## src/rtl/ctdf_pkg.sv

```systemverilog
`timescale 1ns / 1ps
// ----------------------------------------------------------------------------
// ctdf_pkg
// shared constants and types of the camera tracking d1 deframer
// ----------------------------------------------------------------------------
package ctdf_pkg;

    localparam int MESSAGE_BYTES = 29;
    localparam int STORE_DEPTH   = MESSAGE_BYTES - 1;
    localparam int COUNT_W       = $clog2(MESSAGE_BYTES);
    localparam int FIELD_W       = 24;

    localparam logic [7:0] SUM_START = 8'h40;

    // byte offsets of the 24-bit fields in the message
    localparam int OFS_PAN   = 2;
    localparam int OFS_TILT  = 5;
    localparam int OFS_ROLL  = 8;
    localparam int OFS_POS_X = 11;
    localparam int OFS_POS_Y = 14;
    localparam int OFS_POS_Z = 17;
    localparam int OFS_ZOOM  = 20;
    localparam int OFS_FOCUS = 23;

    typedef logic [COUNT_W-1:0] t_count;
    typedef logic [7:0]         t_byte;

    typedef struct packed {
        logic [7:0]                header;
        logic [7:0]                camera_id;
        logic signed [FIELD_W-1:0] pan;
        logic signed [FIELD_W-1:0] tilt;
        logic signed [FIELD_W-1:0] roll;
        logic signed [FIELD_W-1:0] pos_x;
        logic signed [FIELD_W-1:0] pos_y;
        logic signed [FIELD_W-1:0] pos_z;
        logic [FIELD_W-1:0]        zoom;
        logic [FIELD_W-1:0]        focus;
        logic                      checksum_ok;
    } t_result;

endpackage

```

## src/rtl/ctdf_if.sv

```systemverilog
`timescale 1ns / 1ps
// ----------------------------------------------------------------------------
// ctdf interfaces
// byte input channel and decoded message output channel
// ----------------------------------------------------------------------------
interface ctdf_byte_if;
    import ctdf_pkg::*;

    logic       valid;
    logic       ready;
    logic [7:0] data_byte;
    logic       first_byte;

    modport source (output valid, output data_byte, output first_byte, input ready);
    modport sink   (input valid, input data_byte, input first_byte, output ready);
endinterface

interface ctdf_result_if;
    import ctdf_pkg::*;

    logic                      valid;
    logic                      ready;
    logic [7:0]                header;
    logic [7:0]                camera_id;
    logic signed [FIELD_W-1:0] pan;
    logic signed [FIELD_W-1:0] tilt;
    logic signed [FIELD_W-1:0] roll;
    logic signed [FIELD_W-1:0] pos_x;
    logic signed [FIELD_W-1:0] pos_y;
    logic signed [FIELD_W-1:0] pos_z;
    logic [FIELD_W-1:0]        zoom;
    logic [FIELD_W-1:0]        focus;
    logic                      checksum_ok;

    modport source (
        output valid, output header, output camera_id, output pan, output tilt,
        output roll, output pos_x, output pos_y, output pos_z, output zoom,
        output focus, output checksum_ok, input ready
    );
    modport sink (
        input valid, input header, input camera_id, input pan, input tilt,
        input roll, input pos_x, input pos_y, input pos_z, input zoom,
        input focus, input checksum_ok, output ready
    );
endinterface

```

## src/rtl/camera_tracking_d1_deframer_core.sv

```systemverilog
`timescale 1ns / 1ps
// ----------------------------------------------------------------------------
// camera_tracking_d1_deframer_core
// a byte is registered in the input stage when accepted and absorbed when the
// output stage can take a result; the result item of a checksum byte is
// registered in the output register at the absorbing edge. throughput: one
// byte per cycle, set by the update of the byte counter, checksum and store;
// backpressure only from the output register. reset (synchronous, active low)
// empties both stages, closes any open message and restores the checksum start
// value; the byte store is not reset
// ----------------------------------------------------------------------------
module camera_tracking_d1_deframer_core (
    input  logic                 i_clk,
    input  logic                 i_rst_n,
    ctdf_byte_if.sink            i_byte,
    ctdf_result_if.source        o_result
);
    import ctdf_pkg::*;

    // input register stage
    logic    r_in_valid;
    t_byte   r_in_byte;
    logic    r_in_first;

    // message assembly state
    t_count  r_count,  n_count;
    t_byte   r_sum,    n_sum;
    logic    r_in_msg, n_in_msg;
    t_byte   r_store [STORE_DEPTH];

    // output register stage
    logic    r_out_valid, n_out_valid;
    t_result r_res,       n_res;

    logic    can_load;     // output register free or being emptied this cycle
    logic    take_byte;    // registered byte is absorbed this cycle
    logic    store_we;
    logic    emit;         // checksum byte closes the message
    t_count  store_idx;

    // the input stage moves whenever the output stage can take a result,
    // so a stalled output never stops bytes unless a result is waiting
    assign can_load     = !r_out_valid || o_result.ready;
    assign take_byte    = r_in_valid && can_load;
    assign i_byte.ready = !r_in_valid || can_load;

    always_ff @(posedge i_clk) begin
        if (!i_rst_n) begin
            r_in_valid <= 1'b0;
        end else if (i_byte.ready) begin
            r_in_valid <= i_byte.valid;
        end
    end

    // payload of the input stage needs no reset
    always_ff @(posedge i_clk) begin
        if (i_byte.ready && i_byte.valid) begin
            r_in_byte  <= i_byte.data_byte;
            r_in_first <= i_byte.first_byte;
        end
    end

    // per-byte update: count, running checksum and store write
    always_comb begin
        n_count   = r_count;
        n_sum     = r_sum;
        n_in_msg  = r_in_msg;
        store_we  = 1'b0;
        store_idx = r_count;
        emit      = 1'b0;
        if (take_byte) begin
            if (r_in_first) begin
                // a new first byte drops any partial message
                store_we  = 1'b1;
                store_idx = '0;
                n_sum     = SUM_START - r_in_byte;
                n_count   = t_count'(1);
                n_in_msg  = 1'b1;
            end else if (r_in_msg) begin
                if (r_count < t_count'(STORE_DEPTH)) begin
                    store_we = 1'b1;
                    n_sum    = r_sum - r_in_byte;
                    n_count  = r_count + t_count'(1);
                end else begin
                    // checksum byte: the message is complete
                    emit     = 1'b1;
                    n_sum    = SUM_START;
                    n_count  = '0;
                    n_in_msg = 1'b0;
                end
            end
            // bytes outside a message are dropped
        end
    end

    always_ff @(posedge i_clk) begin
        if (!i_rst_n) begin
            r_count  <= '0;
            r_sum    <= SUM_START;
            r_in_msg <= 1'b0;
        end else begin
            r_count  <= n_count;
            r_sum    <= n_sum;
            r_in_msg <= n_in_msg;
        end
    end

    // byte store, one write per cycle, read at fixed places only
    always_ff @(posedge i_clk) begin
        if (store_we) begin
            r_store[store_idx] <= r_in_byte;
        end
    end

    // result assembly: fields are big-endian byte triples
    always_comb begin
        n_res             = r_res;
        n_out_valid       = r_out_valid;
        if (o_result.ready) begin
            n_out_valid = 1'b0;
        end
        if (emit) begin
            n_out_valid       = 1'b1;
            n_res.header      = r_store[0];
            n_res.camera_id   = r_store[1];
            n_res.pan         = $signed({r_store[OFS_PAN],   r_store[OFS_PAN+1],
                                         r_store[OFS_PAN+2]});
            n_res.tilt        = $signed({r_store[OFS_TILT],  r_store[OFS_TILT+1],
                                         r_store[OFS_TILT+2]});
            n_res.roll        = $signed({r_store[OFS_ROLL],  r_store[OFS_ROLL+1],
                                         r_store[OFS_ROLL+2]});
            n_res.pos_x       = $signed({r_store[OFS_POS_X], r_store[OFS_POS_X+1],
                                         r_store[OFS_POS_X+2]});
            n_res.pos_y       = $signed({r_store[OFS_POS_Y], r_store[OFS_POS_Y+1],
                                         r_store[OFS_POS_Y+2]});
            n_res.pos_z       = $signed({r_store[OFS_POS_Z], r_store[OFS_POS_Z+1],
                                         r_store[OFS_POS_Z+2]});
            n_res.zoom        = {r_store[OFS_ZOOM],  r_store[OFS_ZOOM+1],
                                 r_store[OFS_ZOOM+2]};
            n_res.focus       = {r_store[OFS_FOCUS], r_store[OFS_FOCUS+1],
                                 r_store[OFS_FOCUS+2]};
            n_res.checksum_ok = (r_sum == r_in_byte);
        end
    end

    always_ff @(posedge i_clk) begin
        if (!i_rst_n) begin
            r_out_valid <= 1'b0;
        end else begin
            r_out_valid <= n_out_valid;
        end
    end

    always_ff @(posedge i_clk) begin
        r_res <= n_res;
    end

    // output channel
    assign o_result.valid       = r_out_valid;
    assign o_result.header      = r_res.header;
    assign o_result.camera_id   = r_res.camera_id;
    assign o_result.pan         = r_res.pan;
    assign o_result.tilt        = r_res.tilt;
    assign o_result.roll        = r_res.roll;
    assign o_result.pos_x       = r_res.pos_x;
    assign o_result.pos_y       = r_res.pos_y;
    assign o_result.pos_z       = r_res.pos_z;
    assign o_result.zoom        = r_res.zoom;
    assign o_result.focus       = r_res.focus;
    assign o_result.checksum_ok = r_res.checksum_ok;

endmodule

```

## src/flat_wrapper.sv

```systemverilog
// flat-port wrapper written by rule: the top's interface ports become plain ports
module camera_tracking_d1_deframer_core_flat import ctdf_pkg::*;
  (i_clk, i_rst_n, i_byte_valid, i_byte_data_byte, i_byte_first_byte, i_byte_ready, o_result_valid, o_result_header, o_result_camera_id, o_result_pan, o_result_tilt, o_result_roll, o_result_pos_x, o_result_pos_y, o_result_pos_z, o_result_zoom, o_result_focus, o_result_checksum_ok, o_result_ready);
  ctdf_byte_if i_byte_i ();
  ctdf_result_if o_result_i ();
  input  logic i_clk;
  input  logic i_rst_n;
  input wire logic [$bits(i_byte_i.valid)-1:0] i_byte_valid;
  input wire logic [$bits(i_byte_i.data_byte)-1:0] i_byte_data_byte;
  input wire logic [$bits(i_byte_i.first_byte)-1:0] i_byte_first_byte;
  output wire logic [$bits(i_byte_i.ready)-1:0] i_byte_ready;
  output wire logic [$bits(o_result_i.valid)-1:0] o_result_valid;
  output wire logic [$bits(o_result_i.header)-1:0] o_result_header;
  output wire logic [$bits(o_result_i.camera_id)-1:0] o_result_camera_id;
  output wire logic [$bits(o_result_i.pan)-1:0] o_result_pan;
  output wire logic [$bits(o_result_i.tilt)-1:0] o_result_tilt;
  output wire logic [$bits(o_result_i.roll)-1:0] o_result_roll;
  output wire logic [$bits(o_result_i.pos_x)-1:0] o_result_pos_x;
  output wire logic [$bits(o_result_i.pos_y)-1:0] o_result_pos_y;
  output wire logic [$bits(o_result_i.pos_z)-1:0] o_result_pos_z;
  output wire logic [$bits(o_result_i.zoom)-1:0] o_result_zoom;
  output wire logic [$bits(o_result_i.focus)-1:0] o_result_focus;
  output wire logic [$bits(o_result_i.checksum_ok)-1:0] o_result_checksum_ok;
  input wire logic [$bits(o_result_i.ready)-1:0] o_result_ready;
  assign i_byte_i.valid = i_byte_valid;
  assign i_byte_i.data_byte = i_byte_data_byte;
  assign i_byte_i.first_byte = i_byte_first_byte;
  assign i_byte_ready = i_byte_i.ready;
  assign o_result_valid = o_result_i.valid;
  assign o_result_header = o_result_i.header;
  assign o_result_camera_id = o_result_i.camera_id;
  assign o_result_pan = o_result_i.pan;
  assign o_result_tilt = o_result_i.tilt;
  assign o_result_roll = o_result_i.roll;
  assign o_result_pos_x = o_result_i.pos_x;
  assign o_result_pos_y = o_result_i.pos_y;
  assign o_result_pos_z = o_result_i.pos_z;
  assign o_result_zoom = o_result_i.zoom;
  assign o_result_focus = o_result_i.focus;
  assign o_result_checksum_ok = o_result_i.checksum_ok;
  assign o_result_i.ready = o_result_ready;
  camera_tracking_d1_deframer_core u_core (.i_clk(i_clk), .i_rst_n(i_rst_n), .i_byte(i_byte_i), .o_result(o_result_i));
endmodule
```

## config.mk

```make
export PLATFORM = sky130hd
export DESIGN_NAME = camera_tracking_d1_deframer_core_flat
export DESIGN_NICKNAME = d
export VERILOG_FILES = /design/src/rtl/ctdf_pkg.sv /design/src/rtl/ctdf_if.sv /design/src/rtl/camera_tracking_d1_deframer_core.sv /design/src/flat_wrapper.sv
export SDC_FILE = /design/constraint.sdc
export NUM_CORES = 1
export LEC_CHECK = 0
export BUFFER_PORTS_ARGS = -buffer_cell sky130_fd_sc_hd__buf_2
export CAP_MARGIN = 20
export CORE_MARGIN = 2
export CORE_UTILIZATION = 32
export DETAILED_ROUTE_END_ITERATION = 10
export PLACE_DENSITY = 0.5
export SKIP_LAST_GASP = 1
export SYNTH_ARGS = -nofsm -noshare
export SYNTH_HDL_FRONTEND = slang
export SYNTH_SLANG_ARGS = --single-unit
```

## constraint.sdc

```tcl
create_clock -name i_clk -period 25.8 [get_ports i_clk]
set_input_delay 5.16 -clock i_clk [delete_from_list [all_inputs] [get_ports i_clk]]
set_output_delay 5.16 -clock i_clk [all_outputs]
set_load 0.03 [all_outputs]
```

==> metrics.yaml <==
status: "complete, no violations"
setup_viol: 0
grt_start_max_net_pins: 206
fin_nets: 916
portBuffers: 223
async_reset_ff_share_pct: 0
yosys.area.top_type: "edfxtp_1"
p_total_mw: 1.45
synth_edf_count: 426
critPathLaunchType: "primary input"
cp.arrival_ps: 5750
numCtsBuffers: 45
vias: 6562
syn_area_mm2: 0.0143
layout.cells.non_filler: 1519
r2r_start: "u_core.r_count[3]"
hp-class: "register to register"
grtUsageTotal_pct: 13.2
worst_path_largest_cell_delay_ps: 200
ir_drop_v: 0.0000407
yosys-top-cells-count: "edfxtp_1 (426), nor2_1 (35), dfxtp_1 (16)"
clockBufferDepth: 3
fmax_mhz: 91.7
drc: 0
synth_fa_ha_area_share_pct: 1.01
antenna_found_initial: 1
finalCritPeriodShare_pct: 42.3
gp_congestion: 0.724
die_y_um: 215
synth-xor-area-share_pct: 0.490
synth_mux_area_share_pct: 0.0700
tightest_slew_ps: 1360
post_cts_buffers: 0
criticalPathCategory: "primary input to output pin"
dieArea_mm2: 0.0464
fin_crit_ps: 10910
maxCapViolCount: 0
final.setup.tns_ps: 0
dpl.cell_count: 1437
synthFlopType: "edfxtp_1"
leakage_nw: 5.99
synth.most_common_cell: "edfxtp_1"
yosys_register_bits: 442
via_per_inst: 4.32
ioPinCount: 224
synthCells: 621
antenna_cells: 0
routed_wl_mm: 31.0
min_to: "o_result_pos_z[19]"
critical_path.cell_chain: "buf_2, nor2b_1, nand2_1, buf_2"
cts.sinks: 442
cts_resized: 0
cts-root-buf: "clkbuf_16"
core_mm2: 0.0441
path_max_fanout: 3
hold_ws_ps: 413
dieWidth_um: 215
whs_path_depth: 0
crit_path_top_delay_cell: "buf_2"
path_buf_inv: 2
wl_per_cell_um: 20.4
synth_compound_area_share_pct: 2.30
cts_tree: "built"
ff2ff_path_depth: 3
final_antenna_net_count: 0
critical-path-top-delay-family: "buffers and inverters"
postSynthAreaPerCell_um2: 23.0
relSlewSlack_pct: 9.28
rsz0062_at_grt: "no"
cts_max_level: 2
worstHoldStart: "u_core.r_store[17][3]"
endpoint_kind: "output pin"
grt_overflow: 0
synth_nets: 645
finalInstanceArea_mm2: 0.0176
postCtsHoldBufs: 0
synth_simple_gate_area_share_pct: 3.84
fin_skew_ps: 24.9
dpl_cell_area_mm2: 0.0162
core.rowCount: 77
slew_viol_final: 0
clkSlewWorstSetupHoldPaths_ps: 60
grt_pass1_vias: 6462
r2r_end: "o_result_pos_y[16]"
area_growth_syn_to_layout_pct: 23.3
reg2reg_slack_ps: 22760
drive_gt1_share_pct: 34.3
cp.required_ps: 20640
ys_seq_area_share_pct: 91.7
hold_viol_final: 0
yosysUniqueCellTypes: 55
initial_core_util_pct: 32.4
drt_iter0_drc: 563
synth_top_family_by_area: "simple AND/OR/NAND/NOR gates"
dp_hpwl_mm: 17.7
synth_top_area_share_pct: 89.4
clkLatencyLatePin_ps: 560
synth.area.top_cells: "edfxtp_1 (89%), dfxtp_1 (2.2%), nor2_1 (0.92%)"
first_pass_iters: 4
yosysWarnings: 0
powerDensity_mw_per_mm2: 82.1
grt_pass1_wl_mm: 44.0
cp_common_cell: "buf_2"
-- report_power, final --
| part | internal, mW | leakage, nW | switching (mW) |
|---|---|---|---|
| Clock | 0.363 | 0.686 | 0.260 |
| Sequential | 0.786 | 3.96 | 0.00289 |
| Combinational | 0.00946 | 1.34 | 0.0249 |
-- routing by layer --
layer	track usage (%)	part of all wire, %	vias up
met1	18.2	45	3316
met5	0	0	-
li1	-	-	3005
met3	3.14	5.0	45
met4	4.02	2.2	0
met2	20.7	48	196
-- sequential cells by signal (all words and copies together), names as in the netlist, 5 cells and up --
name                count
o_result_pos_x         24
u_core.r_store        208
o_result_roll          24
o_result_pos_y         24
o_result_camera_id      8
o_result_pos_z         24
o_result_tilt          24
o_result_header         8
u_core.r_in_byte        8
u_core.r_count          5
u_core.r_sum            8
o_result_focus         24
o_result_zoom          24
o_result_pan           24
-- through the flow --
stage	setup slack [ps]	utilization (%)
after floorplan	5020	-
after global placement	14900	36.7
after detailed placement	14880	36.7
after CTS	14880	40.0
after global routing	14860	40.0
final	14890	40.0
-- worst max path at each step --
stage / start / end / slack [ps] / cells after the start
6_report: o_result_ready / i_byte_ready / 14890 / 4
5_1_grt: o_result_ready / i_byte_ready / 14860 / 4
4_1_cts: o_result_ready / i_byte_ready / 14880 / 4
3_5_place_dp: o_result_ready / i_byte_ready / 14880 / 4
3_3_place_gp: o_result_ready / i_byte_ready / 14900 / 4
2_1_floorplan: o_result_ready / o_result_camera_id[0] / 5020 / 3
-- cells by family (layout without fill, tap and decap cells) --
family / after synthesis / in the layout
AO/OA/AOI/OAI: 46 / 46
XOR/XNOR: 8 / 8
adder cells (fa/ha/maj): 11 / 11
AND/OR/NAND/NOR: 96 / 96
buffers and inverters: 17 / 323
multiplexers: 1 / 1
flip-flops: 442 / 442
-- final cells by class --
cell class / count / area (um2)
Sequential cell: 442 / 13100
Fill cell: 4039 / 26500
Clock inverter: 27 / 223
Inverter: 9 / 33.8
Timing Repair Buffer: 232 / 1200
Multi-Input combinational cell: 162 / 1120
Clock buffer: 55 / 1210
Tap cell: 592 / 741
-- cell usage in the layout, fill, tap and decap left out, drive strengths merged, types with 5 or more instances in the layout --
cell type	netlist	final
edfxtp	426	426
buf	7	232
clkbuf	1	55
nor2	36	36
clkinv	0	17
dfxtp	16	16
nand2	15	15
a21oi	11	11
inv	9	11
ha	10	10
nor2b	9	9
o21ai	9	9
nand3	8	8
xnor2	5	5
clkinvlp	0	5
nor4	5	5
nor3	5	5
nand3b	5	5
No activity file was read; power rests on OpenSTA's default activity.
